## config.mk

```make
export PLATFORM = sky130hd
export DESIGN_NAME = multi_pattern_text_patcher_core
export DESIGN_NICKNAME = d
export VERILOG_FILES = /design/src/rtl/core/mptp_pkg.sv /design/src/rtl/core/mptp_cell.sv /design/src/rtl/core/mptp_scan.sv /design/src/rtl/core/multi_pattern_text_patcher_core.sv
export SDC_FILE = /design/constraint.sdc
export NUM_CORES = 1
export LEC_CHECK = 0
export BUFFER_PORTS_ARGS = -buffer_cell sky130_fd_sc_hd__clkbuf_2
export CAP_MARGIN = 20
export CORE_MARGIN = 1.5
export CORE_UTILIZATION = 60
export CTS_CLUSTER_DIAMETER = 40
export CTS_CLUSTER_SIZE = 28
export DETAILED_ROUTE_END_ITERATION = 7
export GPL_ROUTABILITY_DRIVEN = 0
export HOLD_SLACK_MARGIN = 0.02
export PLACE_DENSITY = 0.81
export SLEW_MARGIN = 40
export SYNTH_ARGS = -nofsm -noshare
export SYNTH_HDL_FRONTEND = slang
export SYNTH_SLANG_ARGS = --single-unit
```

## constraint.sdc

```tcl
create_clock -name clk -period 10.11 [get_ports clk]
set_clock_uncertainty 0.15 [all_clocks]
set_input_delay 0 -clock clk [delete_from_list [all_inputs] [get_ports clk]]
set_output_delay 0 -clock clk [all_outputs]
set_load 0.02 [all_outputs]
```

## src/rtl/core/mptp_pkg.sv

```systemverilog
// package for the multi-pattern text patcher
// window geometry, pattern constants, and the structs shared by the cell chain and scanner
package mptp_pkg;

  localparam int WIN_DEPTH = 16;
  // bytes at the window front that a pattern or its digit can touch
  localparam int SCAN_SPAN = 13;
  localparam int COUNT_W   = 13;
  localparam logic [COUNT_W-1:0] COUNT_MAX = 13'h1FFF;

  localparam int DIGIT_W = 6;
  localparam logic [DIGIT_W-1:0] DIGIT_RESET = 6'd56;

  localparam int CFG_AW = 3;
  localparam int CFG_DW = 32;
  // register index, taken from paddr[2]
  localparam logic REG_IDX_DIGIT = 1'b0;

  localparam logic [7:0] CH_SPACE = 8'h20;
  localparam logic [7:0] CH_ZERO  = 8'h30;
  localparam logic [7:0] CH_NINE  = 8'h39;
  localparam logic [7:0] CH_TAB   = 8'h09;

  localparam int HYP_LEN   = 11;
  localparam int CORES_LEN = 12;
  localparam int SIB_LEN   = 11;
  localparam int HEX_LEN   = 10;

  localparam logic [7:0] PAT_HYP [HYP_LEN] =
    '{"h", "y", "p", "e", "r", "v", "i", "s", "o", "r", " "};
  localparam logic [7:0] PAT_CORES [CORES_LEN] =
    '{"c", "p", "u", " ", "c", "o", "r", "e", "s", CH_TAB, ":", " "};
  localparam logic [7:0] PAT_SIB [SIB_LEN] =
    '{"s", "i", "b", "l", "i", "n", "g", "s", CH_TAB, ":", " "};
  localparam logic [7:0] PAT_HEX [HEX_LEN] =
    '{"0", "x", "f", "f", "f", "f", "f", "f", "f", "f"};
  localparam logic [7:0] NEW_HEX [HEX_LEN] =
    '{"0", "x", "0", "0", "0", "0", "0", "0", "b", "4"};

  typedef struct packed {
    logic load;
    logic shift;
  } cell_ctrl_t;

  typedef struct packed {
    logic                          hit;
    logic [SCAN_SPAN-1:0]          wr_en;
    logic [SCAN_SPAN-1:0][7:0]     wr_data;
  } scan_edit_t;

  function automatic logic is_digit(input logic [7:0] ch);
    return ch inside {[CH_ZERO:CH_NINE]};
  endfunction

endpackage

```

## src/rtl/core/mptp_cell.sv

```systemverilog
// one byte cell of the delay window: holds a byte and its valid bit
// depends on mptp_pkg; takes a new byte when it is the first free cell, hands its byte left on shift
module mptp_cell
  import mptp_pkg::*;
(
  input  logic       clk,
  input  logic       rst_n,
  input  cell_ctrl_t ctrl,
  input  logic [7:0] din,
  input  logic       left_valid,
  input  logic       edit_en,
  input  logic [7:0] edit_data,
  input  logic [7:0] right_data,
  input  logic       right_valid,
  output logic [7:0] data_q,
  output logic       valid_q,
  output logic [7:0] pre_data,
  output logic       pre_valid
);

  logic [7:0] data_r;
  logic [7:0] data_nxt;
  logic       valid_r;
  logic       valid_nxt;
  logic       take_in;

  // new byte lands in the first empty cell of the chain
  assign take_in   = ctrl.load && !valid_r && left_valid;
  assign pre_data  = take_in ? din : (edit_en ? edit_data : data_r);
  assign pre_valid = valid_r || take_in;

  assign data_nxt  = ctrl.shift ? right_data  : pre_data;
  assign valid_nxt = ctrl.shift ? right_valid : pre_valid;

  always_ff @(posedge clk) begin
    if (!rst_n) begin
      valid_r <= 1'b0;
    end else begin
      valid_r <= valid_nxt;
    end
  end

  always_ff @(posedge clk) begin
    data_r <= data_nxt;
  end

  assign data_q  = data_r;
  assign valid_q = valid_r;

endmodule

```

## src/rtl/core/mptp_scan.sv

```systemverilog
// pattern compare at the window front, priority select and edit generation
// depends on mptp_pkg; purely combinational, one shallow compare per pattern byte
module mptp_scan
  import mptp_pkg::*;
(
  input  logic [SCAN_SPAN-1:0][7:0] win_data,
  input  logic [SCAN_SPAN-1:0]      win_valid,
  input  logic                      scan_en,
  input  logic [7:0]                digit,
  output scan_edit_t                edit
);

  logic hyp_eq;
  logic cores_eq;
  logic sib_eq;
  logic hex_eq;
  logic hyp_m;
  logic cores_m;
  logic sib_m;
  logic hex_m;

  always_comb begin
    hyp_eq   = 1'b1;
    cores_eq = 1'b1;
    sib_eq   = 1'b1;
    hex_eq   = 1'b1;
    for (int i = 0; i < HYP_LEN; i++) begin
      hyp_eq = hyp_eq && (win_data[i] == PAT_HYP[i]);
    end
    for (int i = 0; i < CORES_LEN; i++) begin
      cores_eq = cores_eq && (win_data[i] == PAT_CORES[i]);
    end
    for (int i = 0; i < SIB_LEN; i++) begin
      sib_eq = sib_eq && (win_data[i] == PAT_SIB[i]);
    end
    for (int i = 0; i < HEX_LEN; i++) begin
      hex_eq = hex_eq && (win_data[i] == PAT_HEX[i]);
    end
  end

  // valid bits form a prefix, so the last pattern byte being valid covers the whole pattern
  assign hyp_m   = hyp_eq   && win_valid[HYP_LEN-1];
  assign cores_m = cores_eq && win_valid[CORES_LEN-1];
  assign sib_m   = sib_eq   && win_valid[SIB_LEN-1];
  assign hex_m   = hex_eq   && win_valid[HEX_LEN-1];

  always_comb begin
    edit = '0;
    if (scan_en) begin
      if (hyp_m) begin
        for (int i = 0; i < HYP_LEN; i++) begin
          edit.wr_en[i]   = 1'b1;
          edit.wr_data[i] = CH_SPACE;
        end
        edit.hit = 1'b1;
      end else if (cores_m) begin
        if (win_valid[CORES_LEN] && is_digit(win_data[CORES_LEN])) begin
          edit.wr_en[CORES_LEN]   = 1'b1;
          edit.wr_data[CORES_LEN] = digit;
          edit.hit                = 1'b1;
        end
      end else if (sib_m) begin
        if (win_valid[SIB_LEN] && is_digit(win_data[SIB_LEN])) begin
          edit.wr_en[SIB_LEN]   = 1'b1;
          edit.wr_data[SIB_LEN] = digit;
          edit.hit              = 1'b1;
        end
      end else if (hex_m) begin
        for (int i = 0; i < HEX_LEN; i++) begin
          edit.wr_en[i]   = 1'b1;
          edit.wr_data[i] = NEW_HEX[i];
        end
        edit.hit = 1'b1;
      end
    end
  end

endmodule

```

## src/rtl/core/multi_pattern_text_patcher_core.sv

```systemverilog
// top level of the multi-pattern text patcher
// depends on mptp_pkg, mptp_cell (16-cell window chain) and mptp_scan (front compare)
//
// Usage:
//   in_*  : one text byte per transaction in in_tdata[7:0]; in_tlast marks the
//           final byte of a buffer.
//   out_* : patched bytes in original order; out_tdata[7:0] is the byte,
//           out_tdata[20:8] the replacement count (nonzero only with out_tlast).
//   cfg_* : APB write/read of the replacement digit at address 0 (reset '8').
// Latency: a byte leaves the window on the transaction that brings the byte
//   15 places behind it, appearing on out_* from the output register in the next cycle.
// Throughput: one byte per cycle while a buffer streams in and out_tready is
//   high. The final byte starts a flush that drains the window one byte per
//   cycle through the cell chain while out_tready is high.
//   in_tready is low during the flush.
// Stall: a low out_tready holds the output register; the window and in_tready
//   hold with it, nothing is dropped.
// Reset empties the window and clears the counters and output valid; the digit returns to '8'.
module multi_pattern_text_patcher_core
  import mptp_pkg::*;
#(
  parameter int MAX_LEN = 4096
) (
  input  logic              clk,
  input  logic              rst_n,
  // input stream
  input  logic              in_tvalid,
  output logic              in_tready,
  input  logic [7:0]        in_tdata,   // [7:0] data_byte
  input  logic              in_tlast,
  // output stream
  output logic              out_tvalid,
  input  logic              out_tready,
  output logic [23:0]       out_tdata,  // [7:0] out_byte, [20:8] replace_count, [23:21] zero
  output logic              out_tlast,
  // configuration
  input  logic              cfg_psel,
  input  logic              cfg_penable,
  input  logic              cfg_pwrite,
  input  logic [CFG_AW-1:0] cfg_paddr,
  input  logic [CFG_DW-1:0] cfg_pwdata,
  output logic [CFG_DW-1:0] cfg_prdata,
  output logic              cfg_pready
);

  localparam int PW = $clog2(MAX_LEN + 1);
  localparam logic [PW-1:0] SCAN_LIMIT = PW'(MAX_LEN - 16);
  localparam logic [PW-1:0] POS_MAX    = PW'(MAX_LEN);

  logic                      flush_r;
  logic                      flush_nxt;
  logic [PW-1:0]             pos_r;
  logic [PW-1:0]             pos_nxt;
  logic [COUNT_W-1:0]        hits_r;
  logic [COUNT_W-1:0]        hits_nxt;
  logic [COUNT_W-1:0]        hits_after;
  logic [DIGIT_W-1:0]        digit_r;
  logic [DIGIT_W-1:0]        digit_nxt;
  logic                      out_valid_r;
  logic                      out_valid_nxt;
  logic [7:0]                out_data_r;
  logic                      out_last_r;
  logic [COUNT_W-1:0]        out_count_r;

  logic                      out_free;
  logic                      in_fire;
  logic                      norm_emit;
  logic                      flush_emit;
  logic                      emit;
  logic                      emit_last;
  logic                      scan_en;
  logic                      hit_inc;
  logic                      cfg_wr;
  cell_ctrl_t                cell_ctrl;
  scan_edit_t                scan_edit;

  logic [WIN_DEPTH-1:0][7:0] cell_data;
  logic [WIN_DEPTH-1:0]      cell_valid;
  logic [WIN_DEPTH-1:0][7:0] cell_pre;
  logic [WIN_DEPTH-1:0]      cell_pre_valid;

  // ---------------- handshake and emit control ----------------
  assign out_free  = !out_valid_r || out_tready;
  assign in_tready = !flush_r && out_free;
  assign in_fire   = in_tvalid && in_tready;

  // window already holds 15 bytes: this transaction fills it and the front leaves
  assign norm_emit  = in_fire && !in_tlast && cell_valid[WIN_DEPTH-2];
  assign flush_emit = flush_r && out_free;
  assign emit       = norm_emit || flush_emit;
  assign emit_last  = flush_emit && !cell_valid[1];
  assign scan_en    = emit && (pos_r < SCAN_LIMIT);

  assign cell_ctrl.load  = in_fire;
  assign cell_ctrl.shift = emit;

  // ---------------- window chain ----------------
  for (genvar k = 0; k < WIN_DEPTH; k++) begin : g_cell
    logic       left_v;
    logic [7:0] right_d;
    logic       right_v;
    logic       ed_en;
    logic [7:0] ed_data;

    if (k == 0) begin : g_head
      assign left_v = 1'b1;
    end else begin : g_body
      assign left_v = cell_valid[k-1];
    end

    if (k == WIN_DEPTH - 1) begin : g_tail
      assign right_d = 8'h00;
      assign right_v = 1'b0;
    end else begin : g_link
      assign right_d = cell_pre[k+1];
      assign right_v = cell_pre_valid[k+1];
    end

    if (k < SCAN_SPAN) begin : g_edit
      assign ed_en   = scan_edit.wr_en[k];
      assign ed_data = scan_edit.wr_data[k];
    end else begin : g_noedit
      assign ed_en   = 1'b0;
      assign ed_data = 8'h00;
    end

    mptp_cell u_cell (
      .clk        (clk),
      .rst_n      (rst_n),
      .ctrl       (cell_ctrl),
      .din        (in_tdata),
      .left_valid (left_v),
      .edit_en    (ed_en),
      .edit_data  (ed_data),
      .right_data (right_d),
      .right_valid(right_v),
      .data_q     (cell_data[k]),
      .valid_q    (cell_valid[k]),
      .pre_data   (cell_pre[k]),
      .pre_valid  (cell_pre_valid[k])
    );
  end

  mptp_scan u_scan (
    .win_data (cell_data[SCAN_SPAN-1:0]),
    .win_valid(cell_valid[SCAN_SPAN-1:0]),
    .scan_en  (scan_en),
    .digit    ({2'b00, digit_r}),
    .edit     (scan_edit)
  );

  // ---------------- counters and configuration ----------------
  assign hit_inc    = scan_edit.hit && (hits_r != COUNT_MAX);
  assign hits_after = hits_r + COUNT_W'(hit_inc);

  assign cfg_pready = 1'b1;
  assign cfg_wr     = cfg_psel && cfg_penable && cfg_pwrite && cfg_pready;

  always_comb begin
    flush_nxt = flush_r;
    if (emit_last) begin
      flush_nxt = 1'b0;
    end else if (in_fire && in_tlast) begin
      flush_nxt = 1'b1;
    end

    pos_nxt = pos_r;
    if (emit_last) begin
      pos_nxt = '0;
    end else if (emit && (pos_r != POS_MAX)) begin
      pos_nxt = pos_r + PW'(1);
    end

    hits_nxt = hits_r;
    if (emit_last) begin
      hits_nxt = '0;
    end else if (emit) begin
      hits_nxt = hits_after;
    end

    out_valid_nxt = out_valid_r;
    if (emit) begin
      out_valid_nxt = 1'b1;
    end else if (out_tready) begin
      out_valid_nxt = 1'b0;
    end

    digit_nxt = digit_r;
    if (cfg_wr && (cfg_paddr[CFG_AW-1] == REG_IDX_DIGIT)) begin
      digit_nxt = cfg_pwdata[DIGIT_W-1:0];
    end
  end

  always_ff @(posedge clk) begin
    if (!rst_n) begin
      flush_r     <= 1'b0;
      pos_r       <= '0;
      hits_r      <= '0;
      digit_r     <= DIGIT_RESET;
      out_valid_r <= 1'b0;
    end else begin
      flush_r     <= flush_nxt;
      pos_r       <= pos_nxt;
      hits_r      <= hits_nxt;
      digit_r     <= digit_nxt;
      out_valid_r <= out_valid_nxt;
    end
  end

  always_ff @(posedge clk) begin
    if (emit) begin
      out_data_r  <= cell_pre[0];
      out_last_r  <= emit_last;
      out_count_r <= emit_last ? hits_after : '0;
    end
  end

  always_comb begin
    cfg_prdata = '0;
    if (cfg_paddr[CFG_AW-1] == REG_IDX_DIGIT) begin
      cfg_prdata = {{(CFG_DW-DIGIT_W){1'b0}}, digit_r};
    end
  end

  assign out_tvalid = out_valid_r;
  assign out_tdata  = {3'b000, out_count_r, out_data_r};
  assign out_tlast  = out_last_r;

  // ---------------- assertions ----------------
  // occupied cells always form a prefix of the chain
  a_valid_prefix: assert property (@(posedge clk) disable iff (!rst_n)
    ((cell_valid >> 1) & ~cell_valid) == '0)
    else $error("window cells not contiguous");

  // outside a flush the window never holds a full 16 bytes
  a_no_full_stream: assert property (@(posedge clk) disable iff (!rst_n)
    !flush_r |-> !cell_valid[WIN_DEPTH-1])
    else $error("window full while streaming");

  // a flush always has a byte at the front to drain
  a_flush_nonempty: assert property (@(posedge clk) disable iff (!rst_n)
    flush_r |-> cell_valid[0])
    else $error("flush with empty window");

  // the final byte of a buffer leaves the block empty and the counters cleared
  a_last_clears: assert property (@(posedge clk) disable iff (!rst_n)
    emit_last |=> (!flush_r && (pos_r == '0) && (hits_r == '0) && (cell_valid == '0)))
    else $error("buffer end did not clear state");

endmodule
```

; ---- Word level (Yosys, flattened, before mapping)
; Cells that the tools add are included.
[totals]
in_bits = 51
ff_bits = 200
wordCells = 314
[classes]
order_cmp = 5
mux = 89
add_sub_neg = 2
n_bitwise = 2
reduce_logical = 132
eq_ne = 44
[ops]
columns = op, count
row1 = $mux W8, 46
row2 = $eq A8 B7 Y1 const B, 34
row3 = $mux W80, 3
row4 = $mux W118, 1
row5 = $logic_and A1 B1 Y1, 92
row6 = $mux W78, 1
row7 = $eq A8 B6 Y1 const B, 6
row8 = $mux W10, 4
row9 = $mux W6, 5
row10 = $mux W1, 26
row11 = $ne A13 B13 Y1 const B, 2
row12 = $logic_not A1 Y1, 19
row13 = $logic_or A1 B1 Y1, 18
row14 = $eq A8 B4 Y1 const B, 2
row15 = $ge A8 B6 Y1 const B, 2
row16 = $le A8 B6 Y1 const B, 2
row17 = $mux W16, 1
row18 = $add A13 B1 Y13, 1
row19 = $add A13 B1 Y13 const B, 1
row20 = $lt A13 B12 Y1 const B, 1
row21 = $mux W2, 2
row22 = $reduce_or A2 Y1, 2
row23 = $not A1 Y1, 2
row24 = $reduce_bool A2 Y1, 1

; ---- Logic depth before layout (Yosys ltp)
; Gate-level depths: netlist of the first run.
[logic_depth]
ltp_word = 19
mapped_depth = 14
ltp_nobuf = 13

; ---- Hierarchy
; Synthesis of the first run repeated with hierarchy kept, for this count alone.
[unflattened]
cells_unflattened = 1547
hier_area_um2 = 13884.6
[modules_own_cells]
columns = module, cells_per_inst, seq_area_each_um2, area_per_inst_um2, instances
row1 = mptp_cell, 66, 180.2, 601.8, 16
row2 = multi_pattern_text_patcher_core, 289, 1341.3, 2829.0, 1
row3 = mptp_scan, 202, 0.0, 1426.4, 1

; ---- Worst setup path after synthesis of the first run
; Ideal clock, no wire load.
[synth_timing]
path_type = reg2reg
start = reg g_cell[10].u_cell.data_r[2]
end = reg out_count_r[10], data pin
stages_incl_launch_ff = 13
slack_ps = 6690
t_arrival_ps = 3123
cell_sequence = dfxtp_1 > or4b_1 > nor4_1 > nand2_1 > nor4_1 > o21ai_0 > a21oi_1 > ha_1 > ha_1 > and3_1 > nand3_1 > or3_1 > a21oi_1
[synth_via]
elab_chain_len = 9
elab_cells_between_ends = 15
classes_between = 1 x add/sub / 2 x eq/ne / 4 x mux / 8 x reduce/logical
[synth_rtl]
columns = element, line
row1 = "start, declared", mptp_cell.sv:21  ; logic [7:0] data_r;
row2 = "start signal, assigned", mptp_cell.sv:44  ; data_r <= data_nxt;
row3 = $eq A8 B6 Y1 (on tied branches), "mptp_scan.sv:28, mptp_scan.sv:34, mptp_scan.sv:31"
row4 = $logic_and A1 B1 Y1 (on tied branches), "mptp_scan.sv:34, mptp_scan.sv:31"
row5 = $logic_and A1 B1 Y1 (on tied branches), "mptp_scan.sv:44, mptp_scan.sv:31"
row6 = $mux W1 / $logic_and A1 B1 Y1 (equally long branches), "mptp_scan.sv:62, mptp_scan.sv:43"
row7 = $mux W1, mptp_scan.sv:56  ; end else if (cores_m) begin
row8 = $mux W1 *, mptp_scan.sv:50  ; if (hyp_m) begin
row9 = $mux W118 *, mptp_scan.sv:49  ; if (scan_en) begin
row10 = $logic_and A1 B1 Y1 *, multi_pattern_text_patcher_core.sv:153  ; assign hit_inc = scan_edit.hit && (hits_r != COUNT_MAX);
row11 = $add A13 B1 Y13 *, multi_pattern_text_patcher_core.sv:154  ; assign hits_after = hits_r + COUNT_W'(hit_inc);
row12 = "end signal, assigned", multi_pattern_text_patcher_core.sv:214  ; out_count_r <= emit_last ? hits_after : '0;
row13 = "end, declared", multi_pattern_text_patcher_core.sv:63  ; logic [COUNT_W-1:0] out_count_r;
; Every way passes the cells marked *; elsewhere a longest branch is shown, timed or not.
; A chain may end at the register's enable or synchronous reset.

; ---- Final worst setup path of the first run
; Ends and elaborated chain as after synthesis.

==> results of run 1 <==
## cells by family after synthesis
| family | count (synthesis) |
|---|---|
| other | 2 |
| multiplexers | 73 |
| buffers and inverters | 112 |
| AO/OA/AOI/OAI | 258 |
| XOR/XNOR | 23 |
| adder cells (fa/ha/maj) | 4 |
| flip-flops | 200 |
| AND/OR/NAND/NOR | 501 |
## path summary, 6_finish.rpt
kind / endpoint / slack (ns) / depth (start not counted)
worst min-delay path: g_cell[15].u_cell.data_q[1] / 0.09 / 3
worst max register to register: out_count_r[10] / 5.95 / 12
worst max-delay path: out_count_r[10] / 5.95 / 12
worst min register to register: g_cell[13].u_cell.data_q[7] / 0.33 / 2
## critical path: stages, from the launching register on
cell	delay (ns)
dfxtp_1	0.34
or4b_1	0.62
nor4_1	0.67
nand2_1	0.12
nor4_1	0.32
o21ai_0	0.15
a21oi_1	0.19
ha_1	0.18
ha_1	0.21
and3_1	0.22
nand3_1	0.26
or3_1	0.42
a21oi_1	0.15
## layer usage
| layer | track usage | wire length, um | vias up |
|---|---|---|---|
| met5 | 0 | 0 | - |
| li1 | - | - | 4301 |
| met2 | 0.512 | 13200 | 619 |
| met4 | 0.143 | 1040 | 0 |
| met3 | 0.0874 | 3460 | 104 |
| met1 | 0.444 | 11700 | 4443 |
## report_power, final
part,switching (W),internal (W)
Sequential,0.000288,0.00106
Clock,0.000333,0.000336
Combinational,0.000370,0.000312
## final cells by class
| type | instances | area (um^2) | area share |
|---|---|---|---|
| Tap cell | 220 | 275 | 0.0244 |
| Timing Repair Buffer | 90 | 612 | 0.0543 |
| Clock buffer | 19 | 443 | 0.0393 |
| Sequential cell | 200 | 4220 | 0.375 |
| Inverter | 9 | 36.3 | 0.00322 |
| Clock inverter | 13 | 128 | 0.0113 |
| Multi-Input combinational cell | 889 | 5540 | 0.492 |
## per-stage QoR
stage               utilization  instance area, um^2  total power [W]  cells
floorplan                     -                10200          0.00176   1201
global placement          0.629                10400          0.00196   1383
detailed placement        0.630                10400          0.00199   1383
CTS                       0.680                11200          0.00266   1440
global route              0.681                11300          0.00282   1440
finish                    0.681                11300          0.00270   1440
## layout by cell type, fill, tap and decap left out, drive strengths merged, types with 9 or more instances in the layout
master,count
nor4,17
edfxtp,22
a21boi,13
a31oi,9
o22ai,42
nand3,45
and3,14
nor3b,18
clkbuf,71
dlygate4sd3,25
inv,18
mux2,26
nand4b,15
xor2,11
a2bb2oi,10
nor2b,9
or4,11
nor3,22
buf,13
conb,30
a22oi,29
nand4,14
nand2,116
mux2i,47
xnor2,12
or3,15
o21ai,58
a21oi,59
nor2,141
nand3b,19
dfxtp,178
## sequential cells by signal (all words and copies together) (netlist names)
name	cells
digit_r	6
flush_r	1
g_cell.u_cell.data_q	128
g_cell.u_cell.valid_q	16
hits_r	13
out_count_r	13
out_data_r	8
out_tlast	1
out_tvalid	1
pos_r	13
## cells in the mapped netlist, drive strengths merged (9+ instances only)
cell type  instances
a22oi             29
clkbuf            62
o21ai             58
xnor2             12
a2bb2oi           10
nand2            116
buf               41
edfxtp            22
nor2b              9
nor3              22
mux2i             47
nor3b             18
a21boi            13
dfxtp            178
nor2             141
nand4b            15
or3               15
xor2              11
nand3             45
o22ai             42
a21oi             59
inv                9
and3              14
a31oi              9
or4               11
mux2              26
nand4             14
nand3b            19
nor4              17
==> metrics.cfg, run 1 <==
[setup_path]
r2r_start=g_cell[10].u_cell.data_q[2]
crit_fanout=9
start_kind=flip-flop
cp.arrival_ns=4.30
critPathLaunch=g_cell[10].u_cell.data_q[2]
cp-end-kind=flip-flop
crit_type=reg2reg
cp.required_ns=10.25

[place]
hpwl_mm=19.4
numPortBuffers=52
dpl_worst_slack_ns=6.13

[timing]
relSlewSlack=0.419
max_freq_mhz=241
setup_viol=0
holdWs_ns=0.0868
fin_crit_sh=0.411
finalWorstSetupSlack_ns=5.95
hold_violations=0
tightest_slew_ns=0.859
finalCriticalPeriod_ns=4.16
rsz0062_at_grt=no
tns_ns=0
finalMaxSlewViolations=0

[yosys]
ys_types=70
synth-compound-area-share=0.165
netlist_top_cells_area=dfxtp_1, edfxtp_1, nor2_1
avgSynthCellArea_um2=8.64
ys_ff_latch=200
yosys_warnings=0
synthArstFlopShare=0
ys_dominant_reg_cell=dfxtp_1
synthSimpleGateAreaFrac=0.262
synth_mux_area_frac=0.0768
syn_area_mm2=0.0101
synth.top_cell.area_share=0.351
synth_top_family_by_area=simple AND/OR/NAND/NOR gates
yosysSeqAreaShare=0.417
synth_xor_xnor_area_share=0.0199
netlist_instances=1173
yosysTopAreaCell=dfxtp_1
synthAdderAreaFrac=0.00494
synth_edf_count=22

[run_status]
status=completed

[clock_tree]
clock_latency_ns=0.44
cts_sinks=200
h-tree-depth=4
post-cts-setup-buffers=0
max-clock-path-buffers=2
cts_made_buffers=17
cts_tree=done
post_cts_resized=0
cts_hold_buf=25
root_buffer=clkbuf_16
clk_pin_slew_ns=0.08

[cells_and_area]
final_layout_size_suffix_gt1_frac=0.126
final_net_count=1262
n_fill_cell=1292
num_antenna_cells=0
area.growth.synth_to_final_pct=11.1

[route]
avgRoutedWirePerCell_um=20.4
via_per_inst=6.57
wirelength_mm=29.4
num_vias=9467
drc=0
dr.pass1.iters=6
drtIter0Drc=1262
ant_nets=0

[grt]
grt_pass1_wl_mm=46.8
antenna_found_initial=0
overflow=0
grt_max_degree=87
track_usage=0.333
grt_pass1_vias=8850

[min_path]
hp-start=in_tdata[1]
hp-class=in2reg

[power_and_ir_drop]
ir_worst_vdd_v=0.000135
power_leakage_nw=4.35
p_per_area_mw_per_mm2=240

[die]
fp.dieH_um=133
row_count=47
die_w_um=133
die_area_mm2=0.0177
core_area_mm2=0.0165
ios=111
start_util=0.614

[flow_run]
cap_violations=0

Note: power is estimated with default switching activity, not from simulation.
==> run 2: changes to the inputs <==
- CORE_UTILIZATION: 60 -> 59
- PLACE_DENSITY: 0.81 -> 0.8
- clock period: 10.11 -> 4.35 ns (I/O delays scaled with it)
==> metrics.cfg, run 2 (same netlist as run 1, synthesis figures left out) <==
[run_status]
status=completed

[setup_path]
cp.arrival_ns=4.16  ; -0.14 ns
start_kind=flip-flop
crit_type=reg2reg
cp-end-kind=flip-flop
crit_fanout=9  ; unchanged
cp.required_ns=4.49  ; -5.76 ns

[cells_and_area]
utilization=0.679  ; -0.00203
area.growth.synth_to_final_pct=11.9
final_cell_mix=dfxtp_1, nor2_1, nand2_1
layout_commonest_cell=dfxtp_1
final_net_count=1265  ; +0.24%
final_layout_size_suffix_gt1_frac=0.128  ; +0.00214
instances_no_fill=1444  ; +0.28%
largest_register_ffs=128  ; unchanged

[clock_tree]
h-tree-depth=4  ; unchanged
post-cts-setup-buffers=0  ; unchanged
root_buffer=clkbuf_16
clock_latency_ns=0.45  ; about the same
cts_tree=done
cts_made_buffers=17  ; unchanged
cts_sinks=200  ; unchanged
clk_pin_slew_ns=0.08  ; about the same
max-clock-path-buffers=2  ; unchanged

[timing]
hold_violations=0  ; unchanged
setup_viol=0  ; unchanged
tns_ns=0  ; unchanged
finalMaxSlewViolations=0  ; unchanged
holdWs_ns=0.0662  ; -0.0207 ns
tightest_slew_ns=0.869  ; +0.0100 ns
finalCriticalPeriod_ns=4.02  ; -0.135 ns
rsz0062_at_grt=no
relSlewSlack=0.412  ; -0.00676
max_freq_mhz=249  ; +3.4%
fin_crit_sh=0.925  ; +0.513

[grt]
busiest_layer=met2
met2_usage=0.493  ; -0.0193
overflow=0  ; unchanged
antenna_found_initial=1  ; +1
track_usage=0.318  ; -0.0151
grt_pass1_wl_mm=45.2  ; -3.5%
met3_usage=0.0624  ; -0.0250
grt_util_met1=0.437  ; -0.00680
grt_pass1_vias=8597  ; -2.9%
grt_max_degree=123  ; +41%

[die]
core_area_mm2=0.0167  ; +1.1%
fp.dieH_um=134  ; +0.82%
ios=111  ; unchanged
row_count=47  ; unchanged
start_util=0.607  ; -0.00648
die_area_mm2=0.0180  ; +1.7%
die_w_um=134  ; +0.82%

[route]
avgRoutedWirePerCell_um=19.8  ; -3.2%
drtIter0Drc=1243  ; -1.5%
wirelength_mm=28.5  ; -2.9%
dr.pass1.iters=6  ; unchanged
via_per_inst=6.48  ; -1.5%
ant_nets=0  ; unchanged
num_vias=9354  ; -1.2%
drc=0  ; unchanged

[place]
hpwl_mm=19.2  ; -1.0%
numPortBuffers=52  ; unchanged
dpl.cell_count=1386  ; +0.22%

[flow_run]
cap_violations=0  ; unchanged

[power_and_ir_drop]
ir_worst_vdd_v=0.000300  ; +120%
power_leakage_nw=4.39  ; +0.92%
p_per_area_mw_per_mm2=557  ; +130%

[min_path]
hp-class=in2reg

[run 2: cell types whose count changed in the layout (fill, tap and decap cells not counted), moves of 2 or more]
cell,before,now
buf_12,0,2
inv_8,7,4
clkinv_8,0,6
buf_4,12,14
[run 2: path summary, 6_finish.rpt]
kind                                                   from                           to  slack [ns]  cells after the start
worst max register to register   g_cell[2].u_cell.data_q[7]               out_count_r[8]        0.33                     11
worst max-delay path             g_cell[2].u_cell.data_q[7]               out_count_r[8]        0.33                     11
worst min register to register  g_cell[14].u_cell.data_q[7]  g_cell[13].u_cell.data_q[7]        0.32                      2
worst min-delay path                            in_tdata[1]  g_cell[15].u_cell.data_q[1]        0.07                      3
[run 2: final cells by class]
type | instances | area, um^2
fill | 1299 | 5360
multi-input combinational | 889 | 5530
tap | 220 | 275
sequential | 200 | 4220
clock inverter | 15 | 194
antenna | 1 | 2.50
timing repair buffer | 93 | 656
clock buffer | 17 | 425
inverter | 9 | 36.3
[run 2: critical path, stage by stage, from the launching register on]
cell	delay, ns
dfxtp_1	0.35
nor4bb_1	0.62
nand4b_1	0.28
nor4_1	0.64
nand3_1	0.16
a21oi_1	0.19
ha_1	0.19
ha_1	0.22
and3_1	0.23
nand3_1	0.26
or3_1	0.42
a21oi_1	0.16
[run 2: routing by layer]
metal | wire [um] | part of all wire
met1 | 12000 | 0.42
met2 | 12900 | 0.45
met3 | 2890 | 0.10
met4 | 835 | 0.029
met5 | 0 | 0
[run 2: power by group]
group          internal (W)  total, W  switching [W]  leakage (nW)
sequential          0.00247   0.00312       0.000646          1.69
combinational      0.000728   0.00159       0.000860          2.40
clock              0.000789   0.00161       0.000821         0.300
[run 2: through the flow]
step	area (um^2)	setup WS (ns)	total power (W)
final	11300	0.327	0.00632
after global routing	11300	0.0910	0.00659
after CTS	11300	0.306	0.00624
after detailed placement	10400	0.353	0.00463
after global placement	10400	0.429	0.00456
after floorplan	10200	0.930	0.00409
[run 2: what timing repair did]
item / CTS / global route
endpoints found under the setup margin: 0 / 1
resized for setup: 0 / 1
hold endpoints to repair: 62 / 0
hold buffers: 25 / 0
